==> config.mk <==
export PLATFORM = sky130hd
export DESIGN_NAME = bfsp_ram
export DESIGN_NICKNAME = d
export VERILOG_FILES = /design/src/sv/bellman_ford_shortest_paths_assert.svh /design/src/sv/bfsp_ram.sv
export SDC_FILE = /design/constraint.sdc
export NUM_CORES = 1
export LEC_CHECK = 0
export BUFFER_PORTS_ARGS = -buffer_cell sky130_fd_sc_hd__buf_2
export CAP_MARGIN = 20
export CORE_MARGIN = 4
export CORE_UTILIZATION = 40
export CTS_CLUSTER_SIZE = 12
export DETAILED_ROUTE_END_ITERATION = 16
export GPL_TIMING_DRIVEN = 1
export PLACE_DENSITY = 0.63
export SLEW_MARGIN = 20
export SYNTH_ARGS = -nofsm -noshare
export SYNTH_HDL_FRONTEND = slang
export SYNTH_SLANG_ARGS = --single-unit
==> constraint.sdc <==
create_clock -name clk -period 1.8 [get_ports clk]
set_input_delay 0.36 -clock clk [delete_from_list [all_inputs] [get_ports clk]]
set_output_delay 0.36 -clock clk [all_outputs]
set_load 0.02 [all_outputs]
==> src/sv/bellman_ford_shortest_paths_assert.svh <==
// assertion macros, clocked on clk and disabled while rst is high
`ifndef BELLMAN_FORD_SHORTEST_PATHS_ASSERT_SVH
`define BELLMAN_FORD_SHORTEST_PATHS_ASSERT_SVH

// same-cycle implication
`define BFSP_ASSERT_IMPLIES(label, ante, cons, msg) \
  label: assert property (@(posedge clk) disable iff (rst) (ante) |-> (cons)) \
    else $error(msg);

// next-cycle implication
`define BFSP_ASSERT_NEXT(label, ante, cons, msg) \
  label: assert property (@(posedge clk) disable iff (rst) (ante) |=> (cons)) \
    else $error(msg);

`endif

==> src/sv/bfsp_ram.sv <==
module bfsp_ram #(
  parameter int  WIDTH = 8,
  parameter int  DEPTH = 16,
  localparam int AW    = (DEPTH > 1) ? $clog2(DEPTH) : 1
) (
  input  logic             clk,
  input  logic             we,
  input  logic [AW-1:0]    waddr,
  input  logic [WIDTH-1:0] wdata,
  input  logic [AW-1:0]    raddr,
  output logic [WIDTH-1:0] rdata
);

  logic [WIDTH-1:0] mem [DEPTH];

  always_ff @(posedge clk) begin
    if (we) begin
      mem[waddr] <= wdata;
    end
    rdata <= mem[raddr];
  end

endmodule
* Word level (Yosys, flattened, before mapping)
Memories as Yosys holds them, arrays and structs flattened. A register that Yosys moved wholly into a read port is not among the register bits.
Cells that the tools add are included.
** Word-level totals
- Flip-flop bits (word level) :: 0
- Bits in writable memories :: 128
- Bits of input ports :: 18
- Output and inout port bits :: 8
- Word-level logic and storage cells :: 3
- Memories kept :: 1
** Memory list
- mem :: depth 16, width 8, read ports 1, clocked after memory_dff 1, wr ports 1, line bfsp_ram.sv:14 : logic [WIDTH-1:0] mem [DEPTH];
** Cells by class
- Muxes and demuxes :: 2
** Operators by type and width (count)
- 2-to-1 mux 1 bit :: 2

* Logic depth before layout (Yosys ltp)
Gate-level depths: netlist (run 1).
- Depth after elaboration :: 2
- Mapped depth :: 5
- Gate-level depth less buffers :: 3

* Worst setup path after synthesis (run 1)
OpenSTA, ideal clock, no wires.
- Path type :: input to register
- Start :: input waddr[2]
- End :: memory mem[0][0] (enable)
- Setup time :: 0.383 ns
- Arrival :: 1.470 ns
- Data required time :: 1.417 ns
- Slack :: -0.053 ns
- Cell stages on the path :: 2
- Path buffers :: 0
- Cells stage by stage :: or3b_2 > nor3_1
** RTL lines
- from (decl) :: line bfsp_ram.sv:8 : input logic [AW-1:0] waddr,
- to (decl) :: line bfsp_ram.sv:14
No word-level cell before the write port.

==> flow_metrics.py, run 1 <==
metrics = {
    "cts": {
        "tritoncts": "done",
        "cts_buffers": 17,
        "clock-sinks": 136,
        "cts_setup_buffers": 0,
        "clock_latency_ns": 0.41,
        "cts_root_buffer": "clkbuf_16",
        "clkTransAtPathRegs_ns": 0.06,
        "h-tree-depth": 4,
        "holdBufCountCts": 0,
        "cts_resized": 0,
        "cts_buffer_depth": 2,
    },
    "timing": {
        "finalHoldWorstSlack_ns": 0.345,
        "fin_crit_sh": 0.769,
        "rsz0062_at_grt": "no",
        "tightest_slew_ns": 0.374,
        "max_freq_mhz": 723,
        "slew_violations": 0,
        "max_slew_margin": 0.751,
        "setup_viol_count_final": 0,
        "hold_viol": 0,
        "setup_ws_ns": 0.416,
        "fin_skew_ns": 0.00621,
        "period_needed_ns": 1.38,
    },
    "critical_path": {
        "reg2reg_slack_ns": 0.46,
        "r2r-end": "rdata[4]$_DFF_P_",
        "cp-start-kind": "primary input",
        "critPathCapture": "rdata[5]$_DFF_P_",
        "ff2ff_path_depth": 3,
        "required_ns": 2.09,
        "critPathLaunch": "raddr[0]",
        "critPathCaptureType": "flop",
        "path_max_fanout": 10,
        "cp.arrival_ns": 1.68,
        "path_class": "in -> reg",
        "rr_startpoint": "mem[8][4]$_DFFE_PP_",
    },
    "yosys": {
        "synth_area_per_cell_um2": 22.5,
        "ys_ff_latch": 136,
        "syn-cell-area_um2": 5150,
        "synth-seq-area-share": 0.778,
        "syn_inst": 229,
        "yosys_warnings": 0,
        "syn_nets": 247,
        "synth_cell_types": 19,
    },
    "pwr": {
        "ir_drop_mv": 0.698,
        "clock_power_share": 0.492,
        "pwr-share-comb": 0.046,
        "power_w": 0.00771,
        "pwr-share-seq": 0.462,
        "switchingPower_w": 0.00144,
        "netSwitchingFraction": 0.188,
        "power.internal_w": 0.00626,
        "p_leak_nw": 2.15,
        "powerDensity_nw_per_um2": 1230,
    },
    "routing": {
        "drtIter0Drc": 275,
        "drc": 0,
        "num_vias": 2403,
        "firstDrtPassIters": 4,
        "routed_via_density": 5.09,
        "wl_um": 9820,
        "wl_per_cell_um": 20.8,
        "ant_nets": 0,
    },
    "worst_hold_path": {
        "hold_class": "in -> reg",
        "min_from": "wdata[1]",
    },
    "global_routing": {
        "grt_util_met1": 0.186,
        "antenna_found_initial": 0,
        "grt.met3_usage": 0.0448,
        "overflow": 0,
        "grt-busiest-layer": "met2",
        "track_usage": 0.147,
        "grt_pass1_vias": 2529,
        "grt_max_degree": 19,
        "grtUsageMet2": 0.244,
        "grt_pass1_wl_um": 15400,
    },
    "floorplanning": {
        "die_w_um": 121,
        "initial_utilization": 0.408,
        "die_h_um": 121,
        "pin_count": 26,
        "core-area_um2": 12600,
        "rows": 41,
        "die-area_um2": 14700,
    },
    "final_layout": {
        "drive_gt1_frac": 0.333,
        "n_antenna_cell": 0,
        "final_util": 0.497,
        "syn2layout_area_growth_pct": 21.9,
        "fillers": 1039,
        "fin_nets": 305,
    },
    "place": {
        "gp_congestion": 0.716,
        "place.detailed.hpwl_um": 6390,
        "place.port_buffers": 25,
        "place_worst_setup_slack_ns": -0.0196,
    },
    "flow_run": {
        "drv_cap": 0,
    },
    "run_status": {
        "status": "completed",
    },
}
==> flip-flops by register name (all words and copies together) (netlist names) <==
register,cells
mem,128
rdata,8
==> power groups by stage <==
stage	Clock [W]	Sequential [W]	Combinational, W
final	0.00379	0.00356	0.000353
after global routing	0.00402	0.00357	0.000385
after CTS	0.00384	0.00356	0.000361
after detailed placement	0	0.00363	0.000360
after global placement	0	0.00362	0.000354
after floorplan	0	0.00365	0.000180
==> cell usage after synthesis <==
library cell | n | area [µm²]
edfxtp_1 | 128 | 3840
mux4_2 | 18 | 405
a22oi_1 | 16 | 120
mux4_1 | 14 | 368
nor2_1 | 13 | 48.8
nand2_1 | 9 | 33.8
dfxtp_1 | 8 | 160
nor3_1 | 4 | 20.0
buf_2 | 3 | 15.0
buf_6 | 3 | 33.8
clkdlybuf4s25_2 | 3 | 30.0
nand2b_1 | 2 | 12.5
nand3b_1 | 2 | 15.0
and2_1 | 1 | 6.26
and2b_1 | 1 | 7.51
buf_4 | 1 | 7.51
nand3_1 | 1 | 5.00
nor2b_1 | 1 | 6.26
or3b_2 | 1 | 8.76
==> placed cells by master (no fill, tap or decap), drive strengths merged <==
master and count:
edfxtp 128, buf 49, mux4 32, clkbuf 21
a22oi 16, nor2 13, nand2 9, dfxtp 8
bufinv 5, nor3 4, clkinv 3, nand3b 2
nand2b 2, clkinvlp 2, nor2b 1, and2 1
and2b 1, nand3 1, or3b 1, inv 1
==> cell type report <==
cell class	count	area [µm²]	share of cell area
Sequential cell	136	4000	0.638
Multi-Input combinational cell	83	1060	0.169
Clock buffer	21	470	0.0750
Timing Repair Buffer	49	330	0.0526
Tap cell	172	215	0.0343
Clock inverter	11	193	0.0307
==> kinds of logic after synthesis <==
kind of cell | after synthesis | share of synthesized area
DFF | 136 | 0.778
and+or+nand+nor | 35 | 0.0318
muxes | 32 | 0.150
AOI/OAI and AO/OA | 16 | 0.0233
buffers and inverters | 10 | 0.0168
==> worst min-delay path by stage <==
| stage | to | slack, ns | cells after the start |
|---|---|---|---|
| floorplan | mem[0][0]$_DFFE_PP_ | 0.46 | 0 |
| finish | mem[5][1]$_DFFE_PP_ | 0.35 | 1 |
| detailed placement | rdata[6]$_DFF_P_ | 0.65 | 3 |
| CTS | mem[5][1]$_DFFE_PP_ | 0.33 | 1 |
| global route | mem[7][1]$_DFFE_PP_ | 0.33 | 1 |
| global placement | rdata[5]$_DFF_P_ | 0.65 | 3 |
==> per-stage QoR <==
stage / std cells / setup TNS (ns) / cell area, µm²
5_1_grt: 472 / 0 / 6270
3_5_place_dp: 440 / -0.0374 / 5610
6_report: 472 / 0 / 6270
3_3_place_gp: 440 / -0.0730 / 5610
2_1_floorplan: 229 / 0 / 5150
4_1_cts: 472 / 0 / 6270
==> layer usage <==
| metal | up-vias | wire length [µm] |
|---|---|---|
| met3 | 8 | 357 |
| met2 | 53 | 5130 |
| met5 | - | 0 |
| met1 | 1250 | 4220 |
| li1 | 1092 | - |
| met4 | 0 | 115 |
==> worst max-delay path, stage by stage <==
cell and delay [ns]:
buf_2 0.15, buf_4 0.24, mux4_1 0.58, a22oi_1 0.26, nand2_1 0.08
Note: power is estimated with default switching activity, not from simulation.
==> inputs of run 2 (changes only) <==
- PLACE_DENSITY: 0.63 -> 0.61
- clock period: 1.8 -> 1.3 ns (I/O delays scaled with it)
==> run 2 against run 1 <==
  * Global-route usage grew 0.23 points
  * Largest power group unchanged
  * Critical endpoint is now rdata[0]$_DFF_P_
  * Cell count grew 2.3%
  * Clock skew grew 0.0024 ns
==> flow_metrics.py, run 2 (synthesis results as in run 1) <==
metrics = {
    "global_routing": {
        "antenna_found_initial": 0,
        "grt_max_degree": 17,
        "track_usage": 0.150,
        "grt_pass1_wl_um": 15400,
        "grt_pass1_vias": 2581,
        "overflow": 0,
    },
    "place": {
        "place.detailed.hpwl_um": 6710,
        "place.port_buffers": 25,
        "gp_congestion": 0.734,
    },
    "routing": {
        "wl_per_cell_um": 20.7,
        "drtIter0Drc": 262,
        "routed_via_density": 5.06,
        "num_vias": 2445,
        "drc": 0,
        "firstDrtPassIters": 5,
        "ant_nets": 0,
        "wl_um": 9990,
    },
    "cts": {
        "cts_setup_buffers": 0,
        "tritoncts": "done",
        "clkTransAtPathRegs_ns": 0.06,
        "clock_latency_ns": 0.41,
        "clock-sinks": 136,
        "h-tree-depth": 4,
        "cts_root_buffer": "clkbuf_16",
        "cts_buffers": 17,
        "cts_buffer_depth": 2,
    },
    "critical_path": {
        "path_buf_inv": 0,
        "reg2reg_slack_ns": 0.003,
        "required_ns": 1.58,
        "ff2ff_path_depth": 3,
        "crit_family": "multiplexers",
        "max_stage_delay_ns": 0.47,
        "path_class": "reg -> reg",
        "cp.arrival_ns": 1.58,
        "critPathCaptureType": "flop",
        "cp-start-kind": "flop",
        "cpMaxStageDelayCell": "mux4_2",
        "path_max_fanout": 1,
        "crit_chain": "mux4_2 > a22oi_1 > nand2_1",
        "cp_num_cells": 3,
    },
    "floorplanning": {
        "rows": 41,
        "die-area_um2": 14700,
        "pin_count": 26,
        "initial_utilization": 0.408,
        "die_w_um": 121,
        "die_h_um": 121,
        "core-area_um2": 12600,
    },
    "final_layout": {
        "largest_reg_flops": 128,
        "reg_top3": "mem x128, rdata x8",
        "syn2layout_area_growth_pct": 23.6,
        "n_antenna_cell": 0,
        "final_common_cell": "edfxtp_1",
        "fin_nets": 316,
        "top_register": "mem",
        "drive_gt1_frac": 0.437,
        "mostFrequentLayoutCells": "128 x edfxtp_1, 31 x mux4_2, 31 x buf_4, 25 x buf_2, 17 x clkbuf_16",
    },
    "timing": {
        "max_slew_margin": 0.321,
        "setup_tns_ns": 0,
        "rsz0062_at_grt": "yes",
        "fin_crit_sh": 0.998,
        "fin_skew_ns": 0.00857,
        "tightest_slew_ns": 1.01,
        "slew_violations": 0,
        "hold_viol": 0,
        "setup_viol_count_final": 0,
        "period_needed_ns": 1.30,
        "max_freq_mhz": 771,
    },
    "flow_run": {
        "drv_cap": 0,
    },
    "pwr": {
        "ir_drop_mv": 0.958,
        "power_w": 0.0105,
        "p_leak_nw": 2.15,
        "powerDensity_nw_per_um2": 1660,
    },
    "run_status": {
        "status": "completed",
    },
    "worst_hold_path": {
        "hold_class": "in -> reg",
        "hold_depth": 1,
    },
}
-- run 2: changes by cell type in the layout (fill, tap and decap cells not counted), moves of 4 or more --
| cell | previous run | this run |
|---|---|---|
| inv_6 | 1 | 5 |
| mux4_2 | 18 | 31 |
| a22oi_2 | 0 | 6 |
| a22oi_1 | 16 | 10 |
| mux4_1 | 14 | 1 |
| buf_4 | 22 | 31 |
-- run 2: layout make-up --
cell class	instances	area, µm²
fillers	1036	6260
well taps	172	215
multi-input cells	83	1070
repair buffers	60	438
flip-flops and latches	136	4000
clock inverters	14	193
clock buffers	18	439
-- run 2: final timing paths --
kind / endpoint / from
setup / recovery: rdata[0]$_DFF_P_ / mem[11][0]$_DFFE_PP_
hold / removal: mem[2][2]$_DFFE_PP_ / wdata[2]
setup reg to reg: rdata[0]$_DFF_P_ / mem[11][0]$_DFFE_PP_
hold reg to reg: rdata[2]$_DFF_P_ / mem[14][2]$_DFFE_PP_
-- run 2: repair_timing --
item / in CTS / in global routing
hold endpoints to repair: 0 / 0
endpoints found under the setup margin: 6 / 8
pin swaps: 1 / 1
gates resized for setup: 7 / 1
hold buffers: 0 / 0
-- run 2: power by group --
part / switching (W) / internal, W
registers: 0.0000272 / 0.00490
logic: 0.000308 / 0.000238
clock network: 0.00179 / 0.00328
total: 0.00212 / 0.00842
-- run 2: layer usage --
metal | part of all wire | wire, µm | GRT usage
met1 | 0.44 | 4350 | 0.209
met2 | 0.49 | 4900 | 0.227
met3 | 0.061 | 607 | 0.0340
met4 | 0.014 | 138 | 0.0651
met5 | 0 | 0 | 0
-- run 2: stage by stage --
stage	setup slack (ns)	util	hold WS, ns	cells	area, µm²
after global routing	-0.0453	0.504	0.236	483	6360
after detailed placement	-0.368	0.452	0.663	451	5710
final	0.00268	0.504	0.234	483	6360
after global placement	-0.337	0.452	0.646	451	5710
after CTS	0.00928	0.505	0.222	483	6370
after floorplan	-0.0630	-	0.359	229	5180
==> inputs of run 3 (changes only) <==
- ABC_AREA: not set -> 1
- SLEW_MARGIN: 20 -> not set
==> run 3 against run 2 <==
  * Clock skew about the same
  * Clock power fell by 7.5%
  * Power is 2.3% lower
  * Sequential power hardly changed
  * Count of clock-buffer cells in the layout increased by 2
  * First-iteration DRC count grew 42%
  * Area after synthesis up 12%
  * Worst hold slack better by 0.021 ns
  * Combinational power increased by 25%
  * Die area is 11% higher
  * Sequential cell count unchanged
  * Critical path type is now reg -> out
  * Largest power group is now sequential cells
  * Highest routed layer unchanged
==> flow_metrics.py, run 3 <==
metrics = {
    "global_routing": {
        "grt_pass1_vias": 3800,
        "track_usage": 0.170,
        "overflow": 0,
        "grt_max_degree": 33,
        "grt_pass1_wl_um": 20600,
        "antenna_found_initial": 0,
    },
    "critical_path": {
        "cp.arrival_ns": 0.95,
        "rr_startpoint": "mem[7][1]$_DFFE_PP_",
        "path_class": "reg -> out",
        "ff2ff_path_depth": 6,
        "crit_family": "flip-flops",
        "critPathCaptureType": "primary output",
        "max_stage_delay_ns": 0.36,
        "reg2reg_slack_ns": 0.27,
        "cp-start-kind": "flop",
        "path_max_fanout": 1,
        "path_buf_inv": 1,
        "required_ns": 1.04,
        "critPathLaunch": "rdata[3]$_DFF_P_",
        "cpMaxStageDelayCell": "dfxtp_1",
        "crit_chain": "buf_2",
        "r2r-end": "rdata[1]$_DFF_P_",
    },
    "cts": {
        "clock_latency_ns": 0.42,
        "clkTransAtPathRegs_ns": 0.06,
        "cts_root_buffer": "clkbuf_16",
        "cts_buffer_depth": 2,
        "tritoncts": "done",
        "clock-sinks": 136,
        "cts_setup_buffers": 0,
        "cts_resized": 0,
        "holdBufCountCts": 0,
        "h-tree-depth": 4,
        "cts_buffers": 17,
    },
    "place": {
        "gp_congestion": 0.834,
        "place_worst_setup_slack_ns": -0.104,
        "place.detailed.hpwl_um": 8320,
        "place_area_um2": 6280,
        "place.port_buffers": 25,
    },
    "pwr": {
        "powerDensity_nw_per_um2": 1500,
        "p_leak_nw": 3.00,
        "ir_drop_mv": 0.852,
    },
    "timing": {
        "tightest_slew_ns": 0.395,
        "fin_crit_sh": 0.929,
        "period_needed_ns": 1.21,
        "rsz0062_at_grt": "no",
        "slew_violations": 0,
        "max_freq_mhz": 828,
        "setup_ws_ns": 0.0918,
        "fin_skew_ns": 0.00857,
        "setup_viol_count_final": 0,
        "max_slew_margin": 0.737,
        "hold_viol": 0,
    },
    "floorplanning": {
        "pin_count": 26,
        "die-area_um2": 16400,
        "rows": 43,
        "core-area_um2": 14000,
        "die_h_um": 128,
        "initial_utilization": 0.412,
        "die_w_um": 128,
    },
    "routing": {
        "drc": 0,
        "routed_via_density": 4.87,
        "ant_nets": 0,
        "wl_um": 13200,
        "num_vias": 3877,
        "wl_per_cell_um": 16.6,
        "drtIter0Drc": 371,
        "firstDrtPassIters": 5,
    },
    "yosys": {
        "synth-edff-count": 128,
        "synthFlopType": "edfxtp_1",
        "synth_area_leaders": "edfxtp_1 67%, nand2_1 11%, nand3_1 8.4%",
        "synth_cell_types": 12,
        "synth-seq-area-share": 0.694,
        "syn_inst": 551,
        "ys_ff_latch": 136,
        "synth_area_leader_cell": "edfxtp_1",
        "synth_area_per_cell_um2": 10.5,
        "syn-cell-area_um2": 5770,
        "yosys-top-cells-count": "173 x nand2_1, 128 x edfxtp_1, 100 x inv_1",
        "synth_top_area_frac": 0.667,
        "async_reset_ff_frac": 0,
        "yosysMostFrequentCell": "nand2_1",
        "yosys_warnings": 0,
        "syn_nets": 569,
    },
    "final_layout": {
        "syn2layout_area_growth_pct": 18.7,
        "reg_top3": "mem x128, rdata x8",
        "fin_nets": 621,
        "largest_reg_flops": 128,
        "n_antenna_cell": 0,
        "final_common_cell": "nand2_1",
        "fin_area_um2": 6850,
        "mostFrequentLayoutCells": "173 x nand2_1, 128 x edfxtp_1, 100 x inv_1, 97 x nand3_1",
        "top_register": "mem",
        "drive_gt1_frac": 0.140,
    },
    "worst_hold_path": {
        "hold_class": "in -> reg",
        "holdPathEnd": "mem[1][4]$_DFFE_PP_",
        "min_from": "wdata[4]",
        "hold_depth": 1,
    },
    "run_status": {
        "status": "completed",
    },
    "flow_run": {
        "drv_cap": 0,
    },
}
==> run 3: changes by cell type after synthesis, sizes merged, moves of 16 or more <==
cell   before  now
nand2       9  173
inv         0  102
nand3       1   97
mux4       32    0
buf         7   24
a22oi      16    0
==> run 3: per-stage QoR <==
| stage | total power (W) | TNS, ns | utilization | hold slack, ns | cells |
|---|---|---|---|---|---|
| floorplan | 0.00540 | 0 | - | 0.359 | 551 |
| global placement | 0.00570 | -0.188 | 0.449 | 0.659 | 764 |
| detailed placement | 0.00571 | -0.243 | 0.449 | 0.658 | 764 |
| CTS | 0.0104 | 0 | 0.490 | 0.241 | 796 |
| global route | 0.0106 | 0 | 0.490 | 0.259 | 796 |
| finish | 0.0103 | 0 | 0.490 | 0.255 | 796 |
==> run 3: power by group <==
group | total [W] | switching [W] | leakage (nW) | internal (W)
combinational | 0.000682 | 0.000462 | 1.49 | 0.000220
clock | 0.00468 | 0.00171 | 0.286 | 0.00297
sequential | 0.00493 | 0.0000291 | 1.22 | 0.00490
total | 0.0103 | 0.00220 | 3.00 | 0.00810
==> run 3: worst max path at each step <==
stage                                endpoint  slack [ns]  depth (start not counted)
after floorplan           mem[4][0]$_DFFE_PP_        0.09                          2
after global placement       rdata[7]$_DFF_P_       -0.08                          8
after detailed placement     rdata[7]$_DFF_P_       -0.10                          8
after CTS                            rdata[3]        0.05                          1
after global routing                 rdata[0]        0.04                          1
final                                rdata[3]        0.09                          1
==> run 3: metal layers <==
layer | up-vias | track usage | share of wire
met5 | - | 0 | 0
met4 | 0 | 0.0830 | 0.028
met3 | 29 | 0.0333 | 0.041
met2 | 103 | 0.277 | 0.49
met1 | 1870 | 0.218 | 0.44
li1 | 1875 | - | -
==> run 3: kinds of logic after synthesis <==
logic type	after synthesis	synth area share
and+or+nand+nor	289	0.210
DFF	136	0.694
buffers and inverters	126	0.0952
==> run 3: final cells by class <==
| type | instances | area, µm² |
|---|---|---|
| well taps | 180 | 225 |
| clock inverters | 12 | 133 |
| flip-flops and latches | 136 | 4000 |
| repair buffers | 57 | 453 |
| inverters | 102 | 383 |
| fillers | 1260 | 7140 |
| clock buffers | 20 | 437 |
| multi-input cells | 289 | 1210 |
